--- src/rtl/tssag_pkg.sv ---
package tssag_pkg;

  // tile geometry
  localparam int unsigned TILE_BYTES = 2048;
  localparam int unsigned TILE_ROWS  = 32;

  // stream word widths
  localparam int unsigned IN_DATA_W  = 40;
  localparam int unsigned OUT_DATA_W = 72;

  // configuration port
  localparam int unsigned CFG_IDX_W  = 3;
  localparam int unsigned CFG_DATA_W = 24;

  // shared divider widths
  localparam int unsigned DIV_N_W   = 16;
  localparam int unsigned DIV_D_W   = 7;
  localparam int unsigned DIV_CNT_W = 4;

  typedef enum logic [CFG_IDX_W-1:0] {
    CFG_HEAD_COUNT       = 3'd0,
    CFG_STATE_TILES      = 3'd1,
    CFG_PAGE_COLUMNS     = 3'd2,
    CFG_CHUNK_COUNT      = 3'd3,
    CFG_STATE_ROW_BASE   = 3'd4,
    CFG_TOKENS_PER_SEQ   = 3'd5,
    CFG_TOKENS_PER_CHUNK = 3'd6
  } cfg_idx_e;

  typedef enum logic [6:0] {
    ST_IDLE     = 7'b0000001,
    ST_CHECK    = 7'b0000010,
    ST_DIV_SQ   = 7'b0000100,
    ST_DIV_TILE = 7'b0001000,
    ST_DIV_HS   = 7'b0010000,
    ST_MAC      = 7'b0100000,
    ST_EMIT     = 7'b1000000
  } seq_state_e;

  typedef enum logic [3:0] {
    OP_HOFF  = 4'd0,
    OP_X     = 4'd1,
    OP_FPAGE = 4'd2,
    OP_START = 4'd3,
    OP_TG    = 4'd4,
    OP_RPAGE = 4'd5,
    OP_HS    = 4'd6,
    OP_R0    = 4'd7,
    OP_COL   = 4'd8,
    OP_SPAGE = 4'd9
  } mac_op_e;

  typedef struct packed {
    logic               start;
    logic [DIV_N_W-1:0] dividend;
    logic [DIV_D_W-1:0] divisor;
  } div_req_t;

  typedef struct packed {
    logic               busy;
    logic               done;
    logic [DIV_N_W-1:0] quot;
    logic [DIV_D_W-1:0] rem;
  } div_rsp_t;

endpackage

--- src/rtl/tssag_div.sv ---
// Restoring divider, one quotient bit per cycle.
module tssag_div import tssag_pkg::*; (
  input  logic     clk_i,
  input  logic     rst_ni,
  input  div_req_t req_i,
  output div_rsp_t rsp_o
);

  logic                 busy_q, busy_d;
  logic                 done_q, done_d;
  logic [DIV_CNT_W-1:0] cnt_q, cnt_d;
  logic [DIV_N_W-1:0]   quot_q, quot_d;
  logic [DIV_D_W-1:0]   rem_q, rem_d;
  logic [DIV_D_W-1:0]   dvs_q, dvs_d;

  logic [DIV_D_W:0]     shifted;
  logic [DIV_D_W+1:0]   diff;
  logic                 ge;

  // one trial subtraction
  assign shifted = {rem_q, quot_q[DIV_N_W-1]};
  assign diff    = {1'b0, shifted} - {2'b00, dvs_q};
  assign ge      = ~diff[DIV_D_W+1];

  always_comb begin
    busy_d = busy_q;
    done_d = done_q;
    cnt_d  = cnt_q;
    quot_d = quot_q;
    rem_d  = rem_q;
    dvs_d  = dvs_q;
    if (req_i.start) begin
      busy_d = 1'b1;
      done_d = 1'b0;
      cnt_d  = '0;
      quot_d = req_i.dividend;
      rem_d  = '0;
      dvs_d  = req_i.divisor;
    end else if (busy_q) begin
      quot_d = {quot_q[DIV_N_W-2:0], ge};
      rem_d  = ge ? diff[DIV_D_W-1:0] : shifted[DIV_D_W-1:0];
      cnt_d  = cnt_q + DIV_CNT_W'(1);
      if (cnt_q == DIV_CNT_W'(DIV_N_W - 1)) begin
        busy_d = 1'b0;
        done_d = 1'b1;
      end
    end
  end

  always_ff @(posedge clk_i or negedge rst_ni) begin
    if (!rst_ni) begin
      busy_q <= 1'b0;
      done_q <= 1'b0;
      cnt_q  <= '0;
    end else begin
      busy_q <= busy_d;
      done_q <= done_d;
      cnt_q  <= cnt_d;
    end
  end

  always_ff @(posedge clk_i) begin
    quot_q <= quot_d;
    rem_q  <= rem_d;
    dvs_q  <= dvs_d;
  end

  assign rsp_o.busy = busy_q;
  assign rsp_o.done = done_q;
  assign rsp_o.quot = quot_q;
  assign rsp_o.rem  = rem_q;

endmodule

--- src/rtl/tiled_state_scatter_address_gen_core.sv ---
// Write-burst generator for scattering 32x32 bf16 tiles (four 16x16 faces) into a
// tiled destination. One word in, then the block is busy until its last burst is
// loaded into the output register. A small sequencer drives one shared
// multiply-add unit (one operation per cycle) and one restoring divider.
// Output region: accept, check, one division (instance / head count), then 3 or 4
// multiply-adds, then one whole-tile burst on the aligned path, or two bursts per
// valid token row (up to 64). State region: three divisions (instance, tile index,
// row offset), 4 multiply-adds, then 64 bursts. A word that produces no burst
// frees the block once it fails the request check or has no valid rows.
// Bursts leave at one per cycle while m_axis_tready stays high.
module tiled_state_scatter_address_gen_core import tssag_pkg::*; #(
  parameter int unsigned MAX_STATE_TILES = 4
) (
  input  logic                  clk_i,
  input  logic                  rst_ni,
  // configuration writes
  input  logic                  cfg_we_i,
  input  logic [CFG_IDX_W-1:0]  cfg_idx_i,
  input  logic [CFG_DATA_W-1:0] cfg_data_i,
  // request words
  input  logic                  s_axis_tvalid,
  output logic                  s_axis_tready,
  // tdata: instance_req[15:0], chunk[31:16], tile_index[35:32], zero pad
  input  logic [IN_DATA_W-1:0]  s_axis_tdata,
  // tuser: func
  input  logic                  s_axis_tuser,
  // burst words
  output logic                  m_axis_tvalid,
  input  logic                  m_axis_tready,
  // tdata: src_offset[14:0], dest_page[46:15], dest_offset[57:47],
  //        burst_bytes[69:58], zero pad
  output logic [OUT_DATA_W-1:0] m_axis_tdata,
  // tlast: last_burst
  output logic                  m_axis_tlast
);

  localparam int unsigned ST_W = $clog2(MAX_STATE_TILES + 1);

  // configuration registers
  logic [6:0]  head_count_q;
  logic [2:0]  state_tiles_q;
  logic [10:0] page_columns_q;
  logic [15:0] chunk_count_q;
  logic [23:0] state_row_base_q;
  logic [15:0] tokens_per_seq_q;
  logic [5:0]  tokens_per_chunk_q;

  always_ff @(posedge clk_i or negedge rst_ni) begin
    if (!rst_ni) begin
      head_count_q       <= 7'd1;
      state_tiles_q      <= 3'd2;
      page_columns_q     <= 11'd4;
      chunk_count_q      <= 16'd1;
      state_row_base_q   <= 24'd0;
      tokens_per_seq_q   <= 16'd32;
      tokens_per_chunk_q <= 6'd32;
    end else if (cfg_we_i) begin
      case (cfg_idx_i)
        CFG_HEAD_COUNT:       head_count_q       <= cfg_data_i[6:0];
        CFG_STATE_TILES:      state_tiles_q      <= cfg_data_i[2:0];
        CFG_PAGE_COLUMNS:     page_columns_q     <= cfg_data_i[10:0];
        CFG_CHUNK_COUNT:      chunk_count_q      <= cfg_data_i[15:0];
        CFG_STATE_ROW_BASE:   state_row_base_q   <= cfg_data_i[23:0];
        CFG_TOKENS_PER_SEQ:   tokens_per_seq_q   <= cfg_data_i[15:0];
        CFG_TOKENS_PER_CHUNK: tokens_per_chunk_q <= cfg_data_i[5:0];
        default: ;
      endcase
    end
  end

  // effective settings
  logic [6:0]        hc;
  logic [ST_W-1:0]   st_n;
  logic [ST_W+4:0]   s_n;
  logic [2*ST_W-1:0] st_sq;

  assign hc    = (head_count_q == 7'd0) ? 7'd1 : head_count_q;
  assign st_n  = (32'(state_tiles_q) > MAX_STATE_TILES) ? ST_W'(MAX_STATE_TILES)
                                                        : ST_W'(state_tiles_q);
  assign s_n   = {st_n, 5'b00000};
  assign st_sq = (2*ST_W)'(st_n) * (2*ST_W)'(st_n);

  // sequencer and work registers
  seq_state_e      state_q, state_d;
  mac_op_e         op_q, op_d;
  logic            func_q, func_d;
  logic [15:0]     inst_q, inst_d;
  logic [15:0]     cc_q, cc_d;
  logic [3:0]      tile_q, tile_d;
  logic [15:0]     sq_q, sq_d;
  logic [6:0]      h_q, h_d;
  logic [3:0]      it_q, it_d;
  logic [ST_W-1:0] jt_q, jt_d;
  logic [15:0]     q_q, q_d;
  logic [6:0]      rm_q, rm_d;
  logic [9:0]      hoff_q, hoff_d;
  logic [9:0]      colp_q, colp_d;
  logic [32:0]     tmp_q, tmp_d;
  logic [31:0]     pg_q, pg_d;
  logic [4:0]      rr_q, rr_d;
  logic [4:0]      lr_q, lr_d;
  logic            fc_q, fc_d;
  logic [5:0]      rows_q, rows_d;
  logic            whole_q, whole_d;

  // output register
  logic                  m_valid_q, m_valid_d;
  logic [OUT_DATA_W-1:0] out_data_q, out_data_d;
  logic                  out_last_q, out_last_d;

  div_req_t div_req;
  div_rsp_t div_rsp;

  tssag_div u_div (
    .clk_i  (clk_i),
    .rst_ni (rst_ni),
    .req_i  (div_req),
    .rsp_o  (div_rsp)
  );

  // shared multiply-add: a * b + c
  logic [31:0] mac_a;
  logic [15:0] mac_b;
  logic [31:0] mac_c;
  logic [47:0] mac_sum;
  logic [32:0] mac_res;

  always_comb begin
    mac_a = '0;
    mac_b = '0;
    mac_c = '0;
    case (op_q)
      OP_HOFF: begin
        mac_a = 32'(h_q);
        mac_b = 16'(st_n);
        mac_c = 32'(tile_q);
      end
      OP_X: begin
        mac_a = 32'(sq_q);
        mac_b = chunk_count_q;
        mac_c = 32'(cc_q);
      end
      OP_FPAGE: begin
        mac_a = tmp_q[31:0];
        mac_b = 16'(page_columns_q);
        mac_c = 32'(hoff_q);
      end
      OP_START: begin
        mac_a = 32'(cc_q);
        mac_b = 16'(tokens_per_chunk_q);
      end
      OP_TG: begin
        mac_a = 32'(sq_q);
        mac_b = tokens_per_seq_q;
        mac_c = tmp_q[31:0];
      end
      OP_RPAGE: begin
        mac_a = 32'(tmp_q[31:5]);
        mac_b = 16'(page_columns_q);
        mac_c = 32'(hoff_q);
      end
      OP_HS: begin
        mac_a = 32'(h_q);
        mac_b = 16'(s_n);
        mac_c = 32'({it_q, 5'b00000});
      end
      OP_R0: begin
        mac_a = 32'(sq_q);
        mac_b = 16'(s_n);
        mac_c = 32'(state_row_base_q) + 32'(q_q);
      end
      OP_COL: begin
        mac_a = 32'(rm_q);
        mac_b = 16'(st_n);
        mac_c = 32'(jt_q);
      end
      OP_SPAGE: begin
        mac_a = 32'(tmp_q[31:5]);
        mac_b = 16'(page_columns_q);
      end
      default: ;
    endcase
  end

  assign mac_sum = 48'(mac_a) * 48'(mac_b) + 48'(mac_c);
  assign mac_res = mac_sum[32:0];

  // valid row count of a chunk, from the chunk start held in tmp_q
  logic [15:0] row_diff;
  logic [5:0]  row_lim;
  logic [5:0]  row_cnt;

  assign row_diff = tokens_per_seq_q - tmp_q[15:0];
  assign row_lim  = (tokens_per_chunk_q > 6'd32) ? 6'd32 : tokens_per_chunk_q;
  always_comb begin
    row_cnt = '0;
    if (tmp_q[21:0] < 22'(tokens_per_seq_q)) begin
      row_cnt = (row_diff < 16'(row_lim)) ? row_diff[5:0] : row_lim;
    end
  end

  // request checks and burst fields
  logic        req_ok;
  logic        fast_path;
  logic        out_load;
  logic        emit_last;
  logic [14:0] emit_src;
  logic [31:0] emit_page;
  logic [10:0] emit_doff;
  logic [11:0] emit_bytes;

  assign req_ok = func_q ? ((32'(tile_q) < 32'(st_sq)) &&
                            ((17'(cc_q) + 17'd1) == 17'(chunk_count_q)))
                         : (32'(tile_q) < 32'(st_n));
  assign fast_path = (tokens_per_seq_q[4:0] == 5'd0) && (tokens_per_chunk_q == 6'd32);

  assign out_load  = (state_q == ST_EMIT) && (!m_valid_q || m_axis_tready);
  assign emit_last = whole_q || (fc_q && (6'(lr_q) == rows_q - 6'd1));
  assign emit_src  = whole_q ? {tile_q, 11'd0} : {tile_q, lr_q[4], fc_q, lr_q[3:0], 5'd0};
  assign emit_page = pg_q + 32'(colp_q);
  assign emit_doff = whole_q ? 11'd0 : {rr_q[4], fc_q, rr_q[3:0], 5'd0};
  assign emit_bytes = whole_q ? 12'(TILE_BYTES) : 12'd32;

  assign s_axis_tready = (state_q == ST_IDLE);

  // sequencer
  always_comb begin
    state_d    = state_q;
    op_d       = op_q;
    func_d     = func_q;
    inst_d     = inst_q;
    cc_d       = cc_q;
    tile_d     = tile_q;
    sq_d       = sq_q;
    h_d        = h_q;
    it_d       = it_q;
    jt_d       = jt_q;
    q_d        = q_q;
    rm_d       = rm_q;
    hoff_d     = hoff_q;
    colp_d     = colp_q;
    tmp_d      = tmp_q;
    pg_d       = pg_q;
    rr_d       = rr_q;
    lr_d       = lr_q;
    fc_d       = fc_q;
    rows_d     = rows_q;
    whole_d    = whole_q;
    div_req    = '0;
    m_valid_d  = (m_valid_q && !m_axis_tready) ? 1'b1 : 1'b0;
    out_data_d = out_data_q;
    out_last_d = out_last_q;

    unique case (state_q)
      ST_IDLE: begin
        if (s_axis_tvalid) begin
          func_d  = s_axis_tuser;
          inst_d  = s_axis_tdata[15:0];
          cc_d    = s_axis_tdata[31:16];
          tile_d  = s_axis_tdata[35:32];
          state_d = ST_CHECK;
        end
      end

      ST_CHECK: begin
        if (req_ok) begin
          div_req.start    = 1'b1;
          div_req.dividend = inst_q;
          div_req.divisor  = hc;
          state_d          = ST_DIV_SQ;
        end else begin
          state_d = ST_IDLE;
        end
      end

      // sequence and head
      ST_DIV_SQ: begin
        if (div_rsp.done) begin
          sq_d = div_rsp.quot;
          h_d  = div_rsp.rem;
          if (func_q) begin
            div_req.start    = 1'b1;
            div_req.dividend = DIV_N_W'(tile_q);
            div_req.divisor  = DIV_D_W'(st_n);
            state_d          = ST_DIV_TILE;
          end else begin
            op_d    = OP_HOFF;
            state_d = ST_MAC;
          end
        end
      end

      // tile row and column inside the head
      ST_DIV_TILE: begin
        if (div_rsp.done) begin
          it_d    = div_rsp.quot[3:0];
          jt_d    = div_rsp.rem[ST_W-1:0];
          op_d    = OP_HS;
          state_d = ST_MAC;
        end
      end

      // first interleaved row: quotient and remainder by head count
      ST_DIV_HS: begin
        if (div_rsp.done) begin
          q_d     = div_rsp.quot;
          rm_d    = div_rsp.rem;
          op_d    = OP_R0;
          state_d = ST_MAC;
        end
      end

      ST_MAC: begin
        case (op_q)
          OP_HOFF: begin
            hoff_d = mac_res[9:0];
            op_d   = fast_path ? OP_X : OP_START;
          end
          OP_X: begin
            tmp_d = mac_res;
            op_d  = OP_FPAGE;
          end
          OP_FPAGE: begin
            pg_d    = mac_res[31:0];
            colp_d  = '0;
            whole_d = 1'b1;
            rows_d  = 6'd1;
            lr_d    = '0;
            fc_d    = 1'b0;
            state_d = ST_EMIT;
          end
          OP_START: begin
            tmp_d = mac_res;
            op_d  = OP_TG;
          end
          OP_TG: begin
            rows_d = row_cnt;
            tmp_d  = mac_res;
            op_d   = OP_RPAGE;
          end
          OP_RPAGE: begin
            pg_d    = mac_res[31:0];
            rr_d    = tmp_q[4:0];
            colp_d  = '0;
            whole_d = 1'b0;
            lr_d    = '0;
            fc_d    = 1'b0;
            state_d = (rows_q == 6'd0) ? ST_IDLE : ST_EMIT;
          end
          OP_HS: begin
            div_req.start    = 1'b1;
            div_req.dividend = mac_res[DIV_N_W-1:0];
            div_req.divisor  = hc;
            state_d          = ST_DIV_HS;
          end
          OP_R0: begin
            tmp_d = mac_res;
            op_d  = OP_COL;
          end
          OP_COL: begin
            colp_d = mac_res[9:0];
            op_d   = OP_SPAGE;
          end
          OP_SPAGE: begin
            pg_d    = mac_res[31:0];
            rr_d    = tmp_q[4:0];
            whole_d = 1'b0;
            rows_d  = 6'(TILE_ROWS);
            lr_d    = '0;
            fc_d    = 1'b0;
            state_d = ST_EMIT;
          end
          default: state_d = ST_IDLE;
        endcase
      end

      ST_EMIT: begin
        if (out_load) begin
          m_valid_d  = 1'b1;
          out_data_d = {2'b00, emit_bytes, emit_doff, emit_page, emit_src};
          out_last_d = emit_last;
          fc_d       = ~fc_q;
          if (emit_last) begin
            state_d = ST_IDLE;
          end else if (fc_q) begin
            lr_d = lr_q + 5'd1;
            // step the destination row: every token row, or on head wrap
            if (!func_q || ((8'(rm_q) + 8'd1) == 8'(hc))) begin
              rr_d = rr_q + 5'd1;
              if (rr_q == 5'd31) begin
                pg_d = pg_q + 32'(page_columns_q);
              end
            end
            if (func_q) begin
              if ((8'(rm_q) + 8'd1) == 8'(hc)) begin
                rm_d   = '0;
                colp_d = 10'(jt_q);
              end else begin
                rm_d   = rm_q + 7'd1;
                colp_d = colp_q + 10'(st_n);
              end
            end
          end
        end
      end

      default: state_d = ST_IDLE;
    endcase
  end

  always_ff @(posedge clk_i or negedge rst_ni) begin
    if (!rst_ni) begin
      state_q   <= ST_IDLE;
      op_q      <= OP_HOFF;
      m_valid_q <= 1'b0;
    end else begin
      state_q   <= state_d;
      op_q      <= op_d;
      m_valid_q <= m_valid_d;
    end
  end

  always_ff @(posedge clk_i) begin
    func_q     <= func_d;
    inst_q     <= inst_d;
    cc_q       <= cc_d;
    tile_q     <= tile_d;
    sq_q       <= sq_d;
    h_q        <= h_d;
    it_q       <= it_d;
    jt_q       <= jt_d;
    q_q        <= q_d;
    rm_q       <= rm_d;
    hoff_q     <= hoff_d;
    colp_q     <= colp_d;
    tmp_q      <= tmp_d;
    pg_q       <= pg_d;
    rr_q       <= rr_d;
    lr_q       <= lr_d;
    fc_q       <= fc_d;
    rows_q     <= rows_d;
    whole_q    <= whole_d;
    out_data_q <= out_data_d;
    out_last_q <= out_last_d;
  end

  assign m_axis_tvalid = m_valid_q;
  assign m_axis_tdata  = out_data_q;
  assign m_axis_tlast  = out_last_q;

`ifndef NO_ASSERTIONS
  a_row_in_range: assert property (@(posedge clk_i) disable iff (!rst_ni)
    (state_q == ST_EMIT && !whole_q) |-> (6'(lr_q) < rows_q))
    else $error("row counter past row count");

  a_last_ends_word: assert property (@(posedge clk_i) disable iff (!rst_ni)
    (out_load && emit_last) |=> (state_q == ST_IDLE))
    else $error("sequencer kept running after last burst");

  a_div_free_on_start: assert property (@(posedge clk_i) disable iff (!rst_ni)
    div_req.start |-> !div_rsp.busy)
    else $error("divider restarted while busy");

  a_head_rem_range: assert property (@(posedge clk_i) disable iff (!rst_ni)
    (state_q == ST_EMIT && func_q) |-> (8'(rm_q) < 8'(hc)))
    else $error("interleaved head remainder out of range");
`endif

endmodule
--- config.mk ---
export PLATFORM = sky130hd
export DESIGN_NAME = tiled_state_scatter_address_gen_core
export DESIGN_NICKNAME = d
export VERILOG_FILES = /design/src/rtl/tssag_pkg.sv /design/src/rtl/tssag_div.sv /design/src/rtl/tiled_state_scatter_address_gen_core.sv
export SDC_FILE = /design/constraint.sdc
export NUM_CORES = 2
export LEC_CHECK = 0
export BUFFER_PORTS_ARGS = -buffer_cell sky130_fd_sc_hd__buf_2
export CAP_MARGIN = 20
export CORE_MARGIN = 2
export CORE_UTILIZATION = 24
export CTS_CLUSTER_SIZE = 12
export DETAILED_ROUTE_END_ITERATION = 8
export GPL_TIMING_DRIVEN = 0
export HOLD_SLACK_MARGIN = 0.1
export PLACE_DENSITY = 0.42
export SYNTH_ARGS = -nofsm -noshare
export SYNTH_HDL_FRONTEND = slang
export SYNTH_SLANG_ARGS = --single-unit
--- constraint.sdc ---
create_clock -name clk_i -period 23 [get_ports clk_i]
set_input_delay 3.45 -clock clk_i [delete_from_list [all_inputs] [get_ports clk_i]]
set_output_delay 3.45 -clock clk_i [all_outputs]
set_load 0.01 [all_outputs]
Word-level counts from Yosys, hierarchy flattened
Index checks and enable logic that the tools add are counted.

Logic and storage cells: 250. Bits of input ports: 73. Register bits: 394. Output and inout port bits: 75.

Reductions and logical operators: 59. Order comparisons: 6. Eq/ne operators: 46. Bitwise operators: 2. Add/subtract/negate cells: 14. Mux-type cells: 83. Multiply operators: 2.

Operators with widths (count): $pmux W32 S7 (1); $mux W32 (6); $pmux W32 S6 (1); $mux W7 (14); $mux W24 (4); $pmux W16 S6 (1); $pmux W24 S3 (1); $pmux W32 S2 (1); $mux W10 (5); $mux W5 (9); $pmux W7 S6 (1); $pmux W10 S2 (2); $reduce_and A2 Y1 (17); $add A32 B10 Y32 (1); $add A32 B11 Y32 (1); $add A32 B32 Y32 (1); $mul A32 B16 Y32 (1); $mux W16 (2); $reduce_and A6 Y1 (5); $pmux W7 S4 (1); $add A24 B16 Y25 (1); $mux W4 (6); $mux W6 (4); $pmux W4 S6 (1); other kinds (67) (125).

Logic depth before layout (Yosys ltp)
Word-level depth: 10. Gate-level depth with buffers: 34. Gate-level depth less buffers: 32.

By module
Synthesis repeated with hierarchy kept, for this count alone.

Cell total of the unflattened synthesis: 3313. Area, all modules: 33010.4 sq um.

Modules (own cells, without submodules): tiled_state_scatter_address_gen_core (times used 1, area an instance 31208.7 sq um, cells each 3165, sequential area each 9653.0 sq um); tssag_div (times used 1, area an instance 1801.7 sq um, cells each 148, sequential area each 980.9 sq um).

Worst setup path before layout
Ideal clock, no wire load.

Path kind: register to register. Start: register op_q[3]. End: register pg_q[28], data pin. Required time: 22740 ps. Path slack: 14686 ps. Setup time: 260 ps. Stages on the path, launching flop included: 34. Buffers on the path: 5. Arrival: 8054 ps. Period minus slack after synthesis: 8314 ps. Path through: dfrtp_1 buf_4 nor4b_2 clkbuf_1 or3_1 clkbuf_1 clkbuf_1 nand2_1 nand2_1 clkbuf_1 nand2_1 fa_1 inv_1 fa_1 inv_1 fa_1 inv_1 fa_1 fa_1 inv_1 fa_1 inv_1 ha_1 a21oi_1 o21bai_1 o21ai_0 nor2b_1 or4_1 and2_1 o21ai_0 a21o_1 a21oi_1 xnor2_1 mux2_2.

Word-level cells in the longest chain between the ends: 7. Elaborated cells on any way between the ends: 24. Those cells by class: add/sub: 1; mul: 1; eq/ne: 9; mux: 5; reduce/logical: 8.

Ends and longest elaborated chain: start: declaration (RTL line tiled_state_scatter_address_gen_core.sv:85) `mac_op_e op_q, op_d;`; start signal: assignment (RTL line tiled_state_scatter_address_gen_core.sv:418) `op_q <= op_d;`; $eq A4 B3 Y1 (tied with other cells) (RTL line tiled_state_scatter_address_gen_core.sv:132) `case (op_q)`; $reduce_or A3 Y1 (no source line) or $reduce_or A2 Y1 (tied branches); $pmux W32 S6 or $pmux W16 S6 (tied branches) (RTL line tiled_state_scatter_address_gen_core.sv:132); $mul A32 B16 Y32 (RTL line tiled_state_scatter_address_gen_core.sv:185) `assign mac_sum = 48'(mac_a) * 48'(mac_b) + 48'(mac_c);`; $add A32 B32 Y32 (*) (RTL line tiled_state_scatter_address_gen_core.sv:185); via mac_sum[28] (RTL line tiled_state_scatter_address_gen_core.sv:125) `logic [47:0] mac_sum;`; $mux W32 (*) (RTL line tiled_state_scatter_address_gen_core.sv:314) `case (op_q)`; $pmux W32 S2 (*) (RTL line tiled_state_scatter_address_gen_core.sv:254) `unique case (state_q)`; via pg_d[28] (RTL line tiled_state_scatter_address_gen_core.sv:99) `logic [31:0] pg_q, pg_d;`; end signal: assignment (RTL line tiled_state_scatter_address_gen_core.sv:437) `pg_q <= pg_d;`; end: declaration (RTL line tiled_state_scatter_address_gen_core.sv:99).

Mark *: on every way through the listed nets, which the timed path passes. The rest lies on a longest branch. The select of a mux whose other input is x is not followed. A chain may end at the register's enable or synchronous reset.

Worst setup path in the final report
Start: register op_q[3]. End: register pg_q[30], data pin.

Word-level cells in the longest chain between the ends: 7. Elaborated cells on any way between the ends: 24. Those cells by class: add/sub: 1; mul: 1; eq/ne: 9; mux: 5; reduce/logical: 8.

Ends and longest elaborated chain (RTL line): $eq A4 B3 Y1 (tied with other cells) (tiled_state_scatter_address_gen_core.sv:132); $reduce_or A3 Y1 (no source line) or $reduce_or A2 Y1 (tied branches); $pmux W32 S6 or $pmux W16 S6 (tied branches) (tiled_state_scatter_address_gen_core.sv:132); $mul A32 B16 Y32 (tiled_state_scatter_address_gen_core.sv:185); $add A32 B32 Y32 (*) (tiled_state_scatter_address_gen_core.sv:185); $mux W32 (*) (tiled_state_scatter_address_gen_core.sv:314); $pmux W32 S2 (*) (tiled_state_scatter_address_gen_core.sv:254); via pg_d[30] (tiled_state_scatter_address_gen_core.sv:99).

Marked as above.

==> impl_metrics.csv <==
group,metric,value,unit
floorplan,dieHeight,373,um
sta,report.final.slew_viol_count,0,
sta,timing.fmax,0.0904,GHz
clocking,cts-resized-gates,0,
floorplan,die_area,0.139,sq mm
clocking,htree_levels,2,
detailed_routing,drt_iter0_markers,2011,
synthesis,synth_area,0.0326,sq mm
setup_path,critical_path.max_fanout,10,
setup_path,rrSetupSlack,11.94,ns
clocking,clk_pin_slew,0.06,ns
placed_design,place_area,0.0359,sq mm
floorplan,ios,148,
setup_path,critPathArrivalTime,11.41,ns
sta,clock_skew,0.0510,ns
finish,area_growth_syn_to_layout,15.4,%
sta,grt_setup_unrepaired,"false",
global_route,grt_max_degree,86,
setup_path,critPathTopFamily,"adder cells",
detailed_routing,vias_per_cell,4.63,
sta,slew_headroom,0.173,
global_route,grt_pass1_vias,25800,
synthesis,ys_warn_count,0,
finish,fin_util,0.278,
placed_design,gp_congestion,0.898,
detailed_routing,vias,24900,
synthesis,synth-edff-count,265,
outcome,outcome,"complete, no violations",
detailed_routing,ant_nets,0,
power,p_per_area,70.8,mW/mm^2
finish,design_area,0.0377,sq mm
setup_path,worst_path_largest_cell_delay,0.80,ns
clocking,hold_buffers,0,
placed_design,pre_cts_ws,12.05,ns
detailed_routing,drc,0,
sta,finalWorstSetupSlack,11.94,ns
synthesis,synth_seq_cells,373,
global_route,grt_pass1_wl,183000,um
sta,fin_crit_sh,0.481,
setup_path,worstPathRequired,23.35,ns
detailed_routing,drtPass1Iterations,9,
placed_design,placed_cells,5270,
hold_path,hp-class,"reg -> reg",
synthesis,synth-async-reset-ratio,0.271,
setup_path,end_kind,"flop",
setup_path,critPathKind,"reg -> reg",
setup_path,worst-path-buf-inv,9,
placed_design,hpwl,101000,um
floorplan,die_w,373,um
synthesis,yosys.cell_types.count,77,
floorplan,core,0.135,sq mm
synthesis,synth_cells,3314,
sta,setup_tns,0,ns
clocking,cts_buffers,49,
finish,fin_nets,4117,
setup_path,worst_path_max_delay_cell,"nor4b_2",
sta,setup_viol_count_final,0,
detailed_routing,routed_wl,124000,um
job,drv_cap,0,
setup_path,cpMostUsedCell,"fa_1",
clocking,tritoncts,"yes",
sta,worst_pin_slew,1.24,ns
detailed_routing,routedWlPerCell,23.2,um
global_route,antenna_found_initial,10,
finish,stdcell_count,5368,
floorplan,initial_utilization,0.241,
sta,hold_violations,0,
finish,drive_gt1_frac,0.104,
clocking,cts_root_buffer,"clkbuf_16",
synthesis,synth_ff_type,"edfxtp_1",
power,leakagePower,16.1,nW
synthesis,seq_area_frac_synth,0.326,
power,vdd_ir_drop_max,0.0000554,V
clocking,cts_buffer_depth,3,
synthesis,syn_avg_cell_area,9.85,sq um
clocking,postCtsSetupBuffers,0,
placed_design,port_buffers,119,
floorplan,rows,135,
setup_path,cp-start-kind,"flop",
clocking,clock_latency,0.66,ns
global_route,grt_overflow,0,
clocking,clock_sinks,373,
sta,period_needed,11.06,ns
global_route,track_usage,0.180,
==> flip-flops by register name (all words and copies together), names as in the netlist, 6 cells and up <==
name	flops
cc_q	16
chunk_count_q	16
colp_q	10
h_q	7
head_count_q	7
hoff_q	10
inst_q	16
m_axis_tdata	49
page_columns_q	11
pg_q	32
q_q	16
rm_q	7
rows_q	6
sq_q	16
state_q	7
state_row_base_q	24
tmp_q	32
tokens_per_chunk_q	6
tokens_per_seq_q	16
u_div.dvs_q	7
u_div.quot_q	16
u_div.rem_q	7
==> logic make-up (layout without fill, tap and decap cells) <==
group / Yosys count / count (layout) / share of synthesized area
other: 2 / 36 / 0.000230
AND/OR/NAND/NOR: 969 / 969 / 0.135
adder cells (fa/ha/maj): 502 / 502 / 0.271
XOR/XNOR: 189 / 189 / 0.0516
multiplexers: 99 / 99 / 0.0335
AO/OA/AOI/OAI: 500 / 500 / 0.101
flip-flops: 373 / 373 / 0.326
buffers and inverters: 680 / 919 / 0.0818
==> per-layer routing <==
metal	part of all wire	global-route usage
met1	0.46	0.248
met4	0.033	0.0584
met5	0.00022	0
met2	0.46	0.289
met3	0.054	0.0253
==> worst paths after layout <==
path / start / endpoint / cells after the start
max: op_q[3] / pg_q[30] / 30
max reg2reg: op_q[3] / pg_q[30] / 30
min: state_row_base_q[2] / state_row_base_q[2] / 1
min reg2reg: state_row_base_q[2] / state_row_base_q[2] / 1
min in group asynchronous: rst_ni / head_count_q[4] / 1
max in group asynchronous: rst_ni / state_row_base_q[17] / 2
==> layout by cell type (no fill, tap or decap), drive strengths merged, types with 69 or more instances in the layout <==
cell type  count
a21oi        125
buf          194
clkbuf       158
dfrtp         94
edfxtp       265
fa           340
ha           162
inv          541
mux2          81
nand2        458
nand3         69
nor2         190
o21ai        121
xnor2        112
xor2          75
==> power breakdown <==
group	internal (mW)	total (mW)	switching, mW
Sequential	0.846	0.975	0.129
Clock	0.478	0.814	0.336
Combinational	0.311	0.879	0.567
Total	1.64	2.67	1.03
==> worst reg2reg max path: cells and delay by family (launching register included) <==
| kind | cells | cell delay [ns] |
|---|---|---|
| adder cells (fa/ha/maj) | 7 | 3.74 |
| flip-flops | 1 | 0.36 |
| AND/OR/NAND/NOR | 6 | 1.99 |
| buffers and inverters | 9 | 2.60 |
| multiplexers | 1 | 0.17 |
| AO/OA/AOI/OAI | 7 | 1.91 |
==> synthesized netlist by cell type (10+ instances only) <==
cell type | count | area (sq um)
inv_1 | 539 | 2020
nand2_1 | 457 | 1720
fa_1 | 340 | 6810
edfxtp_1 | 265 | 7960
nor2_1 | 189 | 709
ha_1 | 162 | 2030
a21oi_1 | 125 | 626
o21ai_0 | 119 | 596
xnor2_1 | 112 | 981
dfrtp_1 | 94 | 2350
clkbuf_1 | 91 | 342
mux2_2 | 81 | 912
xor2_1 | 75 | 657
nand3_1 | 69 | 345
nor2b_1 | 49 | 307
a21o_1 | 41 | 308
and2_1 | 41 | 257
a22oi_1 | 34 | 255
nor3_1 | 30 | 150
a222oi_1 | 28 | 280
and3_1 | 26 | 163
buf_4 | 26 | 195
nand2b_1 | 25 | 156
a22o_1 | 22 | 193
nand4_1 | 19 | 119
mux2i_1 | 18 | 180
o21bai_1 | 17 | 128
buf_1 | 13 | 48.8
o21a_1 | 12 | 90.1
nor4_1 | 11 | 68.8
o211ai_1 | 11 | 82.6
o31ai_1 | 11 | 82.6
nor3b_1 | 10 | 75.1
or3_1 | 10 | 62.6
==> metrics by stage <==
stage          hold WS, ns  power [mW]
5_1_grt              0.539        2.83
6_report             0.518        2.67
3_5_place_dp         0.506        1.86
4_1_cts              0.521        2.70
3_3_place_gp         0.497        1.85
2_1_floorplan        0.445        1.47
==> cell type report <==
class / instances / area [sq um]
buffer: 140 / 642
antenna: 4 / 10.0
clock inverter: 27 / 360
tap: 1781 / 2230
multi-input combinational: 2291 / 19500
clock buffer: 65 / 1330
timing repair buffer: 147 / 946
inverter: 540 / 2030
fill: 14400 / 97600
sequential: 373 / 10600
(Power assumes the default switching activity.)
